$ cat src/rtl/mcwt_pkg.sv
// Shared types and constants for the multi-chip wake timer.
// No dependencies; imported by mcwt_core, multi_chip_wake_timer and tb_top.
package mcwt_pkg;

    localparam int CHIPS   = 3;
    localparam int TIMER_W = 24;
    localparam int SEL_W   = 2;
    localparam int TOP_BIT = TIMER_W - 1;

    typedef enum logic [1:0] {
        REQ_TICK      = 2'd0,
        REQ_WR_TIMER  = 2'd1,
        REQ_WR_ENABLE = 2'd2,
        REQ_ARM       = 2'd3
    } req_type_t;

    typedef logic [TIMER_W-1:0] timer_t;

    typedef struct packed {
        req_type_t         req_type;
        logic [SEL_W-1:0]  chip_select;
        timer_t            write_value;
        logic              cpu_sleeping;
    } req_t;

    typedef struct packed {
        logic   service_request;
        logic   wake_condition;
        logic   wake_cpu;
        timer_t timer_readback;
    } res_t;

endpackage

$ cat src/rtl/mcwt_core.sv
// Per-chip timers, wake-enable bits, wake latches and the service flag,
// with the single-pass update for one beat. Depends on mcwt_pkg.
module mcwt_core (
    input  logic          clk,
    input  logic          rst_n,
    input  logic          advance,
    input  mcwt_pkg::req_t req,
    output mcwt_pkg::res_t result
);
    import mcwt_pkg::*;

    timer_t     timer_reg  [CHIPS];
    timer_t     timer_next [CHIPS];
    logic [CHIPS-1:0] enable_reg, enable_next;
    logic [CHIPS-1:0] armed_reg, armed_next;
    logic       service_reg, service_next;
    logic       wake;
    timer_t     readback;

    always_comb
    begin
        timer_t dec;
        logic   hit;
        logic   sreq;
        sreq         = 1'b0;
        wake         = 1'b0;
        readback     = '0;
        enable_next  = enable_reg;
        armed_next   = armed_reg;
        service_next = service_reg;
        for (int i = 0; i < CHIPS; i++)
        begin
            timer_next[i] = timer_reg[i];
            dec = timer_reg[i] - timer_t'(1);
            hit = (int'(req.chip_select) == i);
            unique case (req.req_type)
                REQ_TICK:
                begin
                    timer_next[i] = dec;
                    if (dec[TOP_BIT] && enable_reg[i])
                        sreq = 1'b1;
                    if (dec[TOP_BIT] && (!timer_reg[i][TOP_BIT] || armed_reg[i]))
                        wake = 1'b1;
                    // latch drops whenever the top bit is set after the tick
                    if (dec[TOP_BIT])
                        armed_next[i] = 1'b0;
                end
                REQ_WR_TIMER:
                begin
                    if (hit)
                        timer_next[i] = req.write_value;
                end
                REQ_WR_ENABLE:
                begin
                    if (hit)
                        enable_next[i] = req.write_value[0];
                end
                REQ_ARM:
                begin
                    if (hit)
                        armed_next[i] = 1'b1;
                end
                default:
                begin
                end
            endcase
            if (hit)
                readback = timer_next[i];
        end
        if (req.req_type == REQ_TICK)
            service_next = sreq;
    end

    assign result.service_request = service_next;
    assign result.wake_condition  = wake;
    assign result.wake_cpu        = wake & req.cpu_sleeping;
    assign result.timer_readback  = readback;

    always_ff @(posedge clk or negedge rst_n)
    begin
        if (!rst_n)
        begin
            for (int i = 0; i < CHIPS; i++)
                timer_reg[i] <= '0;
            enable_reg  <= '0;
            armed_reg   <= '0;
            service_reg <= 1'b0;
        end
        else if (advance)
        begin
            for (int i = 0; i < CHIPS; i++)
                timer_reg[i] <= timer_next[i];
            enable_reg  <= enable_next;
            armed_reg   <= armed_next;
            service_reg <= service_next;
        end
    end

endmodule

$ cat src/rtl/multi_chip_wake_timer.sv
// Top level of the multi-chip wake timer: input register, output register
// and handshake. Depends on mcwt_pkg and mcwt_core.
//
//  channel | valid / stall        | beat fields
//  --------+----------------------+--------------------------------------------
//  in      | in_valid / in_stall  | req_type, chip_select, write_value,
//          |                      | cpu_sleeping
//  out     | out_valid / out_stall| service_request, wake_condition, wake_cpu,
//          |                      | timer_readback
//
// One beat per cycle sustained while out_stall is low. A beat is captured in
// the input register, goes through the core's single pass (decrement and
// compare per chip) and lands in the output register.
// The state updates when the beat moves into the output register, so the next
// beat sees it at once. rst_n clears timers, enables, latches, service flag
// and both valid bits. out_stall holds the output register; the input register
// then holds too and in_stall rises only while it is full and blocked.
module multi_chip_wake_timer (
    input  logic                          clk,
    input  logic                          rst_n,
    input  logic                          in_valid,
    output logic                          in_stall,
    input  logic [1:0]                    req_type,
    input  logic [mcwt_pkg::SEL_W-1:0]    chip_select,
    input  logic [mcwt_pkg::TIMER_W-1:0]  write_value,
    input  logic                          cpu_sleeping,
    output logic                          out_valid,
    input  logic                          out_stall,
    output logic                          service_request,
    output logic                          wake_condition,
    output logic                          wake_cpu,
    output logic [mcwt_pkg::TIMER_W-1:0]  timer_readback
);
    import mcwt_pkg::*;

    logic in_valid_reg;
    req_t req_reg;
    logic out_valid_reg;
    res_t res_reg;
    res_t res_next;
    logic out_free;
    logic advance;
    logic in_take;

    // output register can load when empty or being drained this cycle
    assign out_free = !out_valid_reg || !out_stall;
    assign advance  = in_valid_reg && out_free;
    assign in_stall = in_valid_reg && !out_free;
    assign in_take  = in_valid && !in_stall;

    mcwt_core u_core (
        .clk     (clk),
        .rst_n   (rst_n),
        .advance (advance),
        .req     (req_reg),
        .result  (res_next)
    );

    always_ff @(posedge clk or negedge rst_n)
    begin
        if (!rst_n)
        begin
            in_valid_reg  <= 1'b0;
            out_valid_reg <= 1'b0;
        end
        else
        begin
            if (in_take)
                in_valid_reg <= 1'b1;
            else if (advance)
                in_valid_reg <= 1'b0;
            if (advance)
                out_valid_reg <= 1'b1;
            else if (!out_stall)
                out_valid_reg <= 1'b0;
        end
    end

    // payload registers, no reset
    always_ff @(posedge clk)
    begin
        if (in_take)
        begin
            req_reg.req_type     <= req_type_t'(req_type);
            req_reg.chip_select  <= chip_select;
            req_reg.write_value  <= write_value;
            req_reg.cpu_sleeping <= cpu_sleeping;
        end
        if (advance)
            res_reg <= res_next;
    end

    assign out_valid       = out_valid_reg;
    assign service_request = res_reg.service_request;
    assign wake_condition  = res_reg.wake_condition;
    assign wake_cpu        = res_reg.wake_cpu;
    assign timer_readback  = res_reg.timer_readback;

endmodule

$ cat config.mk
export PLATFORM = sky130hd
export DESIGN_NAME = multi_chip_wake_timer
export DESIGN_NICKNAME = d
export VERILOG_FILES = /design/src/rtl/mcwt_pkg.sv /design/src/rtl/mcwt_core.sv /design/src/rtl/multi_chip_wake_timer.sv
export SDC_FILE = /design/constraint.sdc
export NUM_CORES = 1
export LEC_CHECK = 0
export ABC_AREA = 1
export BUFFER_PORTS_ARGS = -buffer_cell sky130_fd_sc_hd__buf_4
export CORE_UTILIZATION = 47
export DETAILED_ROUTE_END_ITERATION = 16
export REMOVE_ABC_BUFFERS = 1
export SYNTH_ARGS = -nofsm -noshare
export SYNTH_HDL_FRONTEND = slang
export SYNTH_SLANG_ARGS = --single-unit
$ cat constraint.sdc
create_clock -name clk -period 6.7 [get_ports clk]
set_input_delay 0 -clock clk [delete_from_list [all_inputs] [get_ports clk]]
set_output_delay 0 -clock clk [all_outputs]
set_load 0.01 [all_outputs]
==> reports/summary.log <==
qor: outcome.status finished, final reports clean
qor: flow_run.cap_violations 0
qor: global_route.grt_max_degree 76
qor: logic_synthesis.synth.top_cell.area_share 0.240
qor: logic_synthesis.synthDistinctLibCells 41
qor: logic_synthesis.ys_dominant_reg_cell sky130_fd_sc_hd__dfrtp_1
qor: critical_path.timing.critical_path.cells inv_1 -> ha_2 -> buf_4 -> nor2_8 -> inv_2 -> o21ai_2 -> inv_2 -> o221ai_1 -> nand2_1 -> nand3_1
qor: cells_and_area.fin_nets 1237
qor: place.portBuffers 61
qor: logic_synthesis.synth_async_sr_flop_share 0.591
qor: cells_and_area.layout.cells.most_common_list sky130_fd_sc_hd__nand2_1 (335), sky130_fd_sc_hd__nand3_1 (126), sky130_fd_sc_hd__inv_1 (100), sky130_fd_sc_hd__nor2_1 (95), sky130_fd_sc_hd__o21ai_0 (82)
qor: logic_synthesis.synth.largest_area_cell sky130_fd_sc_hd__dfrtp_1
qor: sta.fin_worst_hold_slack 0.107 ns
qor: critical_path.critical-path-top-cell-by-count sky130_fd_sc_hd__inv_2
qor: sta.final_setup_tns 0 ns
qor: sta.max-slew-margin-rel 0.282
qor: cts.cts.sinks 137
qor: routing.wire_per_inst 19.2 µm
qor: routing.drtAntennaViolNets 0
qor: cells_and_area.commonest_non_fill_non_tap_cell_in_the_layout sky130_fd_sc_hd__nand2_1
qor: logic_synthesis.syn_area 8440 µm²
qor: critical_path.critical_path.slowest_cell sky130_fd_sc_hd__ha_2
qor: routing.routed_wirelength 27500 µm
qor: die.placement_rows 48
qor: critical_path.critical_path.n_buffers_inverters 4
qor: logic_synthesis.synth_seq_cells 137
qor: place.finalWeightedCongestion 0.908
qor: sta.timing.final.setup_violations 0
qor: critical_path.cpLargestDelayFamily buffers and inverters
qor: sta.timing.fmax 0.300 GHz
qor: logic_synthesis.synth.avg_cell_area 7.53 µm²
qor: cells_and_area.largest_register_ffs 72
qor: cells_and_area.final_layout_size_suffix_gt1_frac 0.128
qor: cells_and_area.area_growth_syn_to_layout 18.7%
qor: logic_synthesis.seq_area_frac_synth 0.440
qor: cells_and_area.finalCoreUtilization 0.575
qor: critical_path.crit_path_max_fanout 38
qor: logic_synthesis.synth_edf_count 56
qor: pwr.power_density 425 nW/µm²
qor: critical_path.worst_ep_arrival_time 3.52 ns
qor: cells_and_area.antenna_cells 0
qor: global_route.number_of_antenna_violations_at_the_first_check_in_global_routing 0
qor: place.dp_hpwl 18600 µm
qor: pwr.vdd_ir_drop_max 0.233 mV
qor: sta.rsz_0062_raised_after_global_routing false
qor: cts.clock-root-buffer sky130_fd_sc_hd__clkbuf_16
qor: logic_synthesis.synth_top_cells_by_area sky130_fd_sc_hd__dfrtp_1 (24%), sky130_fd_sc_hd__edfxtp_1 (20%), sky130_fd_sc_hd__nand2_1 (15%)
qor: sta.layout_worst_path_cycle_share 0.497
qor: routing.detail_route.iter0.violations 967
qor: cts.clk_transition_reported_paths 0.06 ns
qor: critical_path.cp_data_required_time 6.88 ns
qor: critical_path.worst_path_largest_cell_delay 0.75 ns
qor: logic_synthesis.synth_cells 1121
qor: die.die_width 136 µm
qor: critical_path.critical_path_start_type register
qor: die.height_of_the_die 136 µm
qor: sta.final-hold-violation-count 0
qor: routing.dr.pass1.iters 5
qor: critical_path.worstSetupPathType reg2reg
qor: die.count_of_boundary_i_o_pins 62
qor: routing.detail_route.vias_per_cell 5.75
qor: cts.cts-buffers-inserted 17
qor: routing.num_vias 8245
qor: cts.worst_skew_pair_later_pin_latency 0.44 ns
qor: logic_synthesis.yosysWarnings 0
qor: sta.fin_worst_skew 0.0119 ns
qor: sta.final_period_minus_worst_setup_slack 3.33 ns
qor: global_route.gr-usage-all-layers 0.312
qor: global_route.globalRouteOverflowTotal 0
qor: pwr.power.static_leakage 4.40 nW
qor: global_route.first_global_vias 7502
qor: die.initial_core_util 0.484
qor: die.core 17400 µm²
qor: cts.clk_path_buf_depth 2
qor: die.dieArea 18500 µm²
qor: routing.drc_errors 0
qor: hold_path.class_of_the_tightest_hold_or_removal_check in2async
qor: sta.worstMarginPinSlew 1.08 ns
qor: cts.htreeDepth 4
qor: critical_path.crit_path_end_kind register
qor: sta.final-max-slew-violation-count 0
qor: global_route.grt_first_pass_wirelength 42500 µm
qor: cts.cts_tree yes
metal layers:
metal | routed length, µm | GRT usage | part of all wire | up-vias
li1 | - | - | - | 3962
met1 | 12200 | 0.440 | 0.44 | 3874
met2 | 12600 | 0.484 | 0.46 | 367
met3 | 2000 | 0.0548 | 0.073 | 42
met4 | 682 | 0.0994 | 0.025 | 0
met5 | 0 | 0 | 0 | -
worst reg2reg max path: cells and delay by family, from the launching register on:
| kind | cells | cell delay [ns] |
|---|---|---|
| and+or+nand+nor | 3 | 0.25 |
| DFF | 1 | 0.43 |
| AOI/OAI and AO/OA | 2 | 0.52 |
| adders and majority gates | 1 | 0.75 |
| buffers and inverters | 4 | 1.15 |
final timing paths:
path	startpoint	slack, ns	to	depth (start not counted)
max	req_reg[28]	3.37	timer_readback[7]	10
min	rst_n	0.11	u_core.timer_reg[35]	2
max reg2reg	req_reg[28]	3.37	timer_readback[7]	10
min reg2reg	u_core.service_reg	0.48	u_core.service_reg	2
max in group asynchronous	rst_n	5.57	u_core.timer_reg[66]	3
min in group clk	write_value[5]	0.27	req_reg[6]	2
cells in the mapped netlist, drive strengths merged, types with 8 or more instances:
library cell    n
o221ai         18
nor2          119
o21ai         106
dfrtp          81
clkbuf         10
inv           110
edfxtp         56
nand3         130
a21oi          23
o211ai          8
buf            35
a31oi           8
nand2         342
a32oi          27
a22oi           8
nand4          12
per-stage QoR:
stage	power (mW)	cell area, µm²	worst slack [ns]	std cells
2_1_floorplan	2.59	8210	-0.763	1076
4_1_cts	4.22	10000	3.41	1435
3_3_place_gp	3.11	9020	3.51	1370
5_1_grt	4.53	10000	3.24	1435
3_5_place_dp	3.12	9020	3.41	1370
6_report	4.25	10000	3.37	1435
cells by family after synthesis:
kind of cell	after synthesis	share of synthesized area
adder cells (fa/ha/maj)	7	0.0104
AO/OA/AOI/OAI	209	0.157
AND/OR/NAND/NOR	611	0.316
XOR/XNOR	1	0.00104
flip-flops	137	0.440
buffers and inverters	156	0.0761
cell type report:
class | instances | area [µm²]
well taps | 225 | 282
clock buffers | 18 | 439
fillers | 1675 | 7400
clock inverters | 14 | 219
multi-input cells | 828 | 4100
flip-flops and latches | 137 | 3710
inverters | 111 | 417
repair buffers | 102 | 848
power breakdown:
group	internal, mW	switching, mW	total [mW]
clock network	0.673	0.397	1.07
logic	0.566	1.21	1.77
registers	1.14	0.264	1.41
total	2.38	1.87	4.25
what timing repair did:
| action | 4_1_cts | 5_1_grt |
|---|---|---|
| gates resized for setup | 0 | 0 |
| hold buffers | 33 | 0 |
| setup buffers | 0 | 0 |
| hold endpoints to repair | 71 | 0 |
Power figures use the tool's default switching activity.
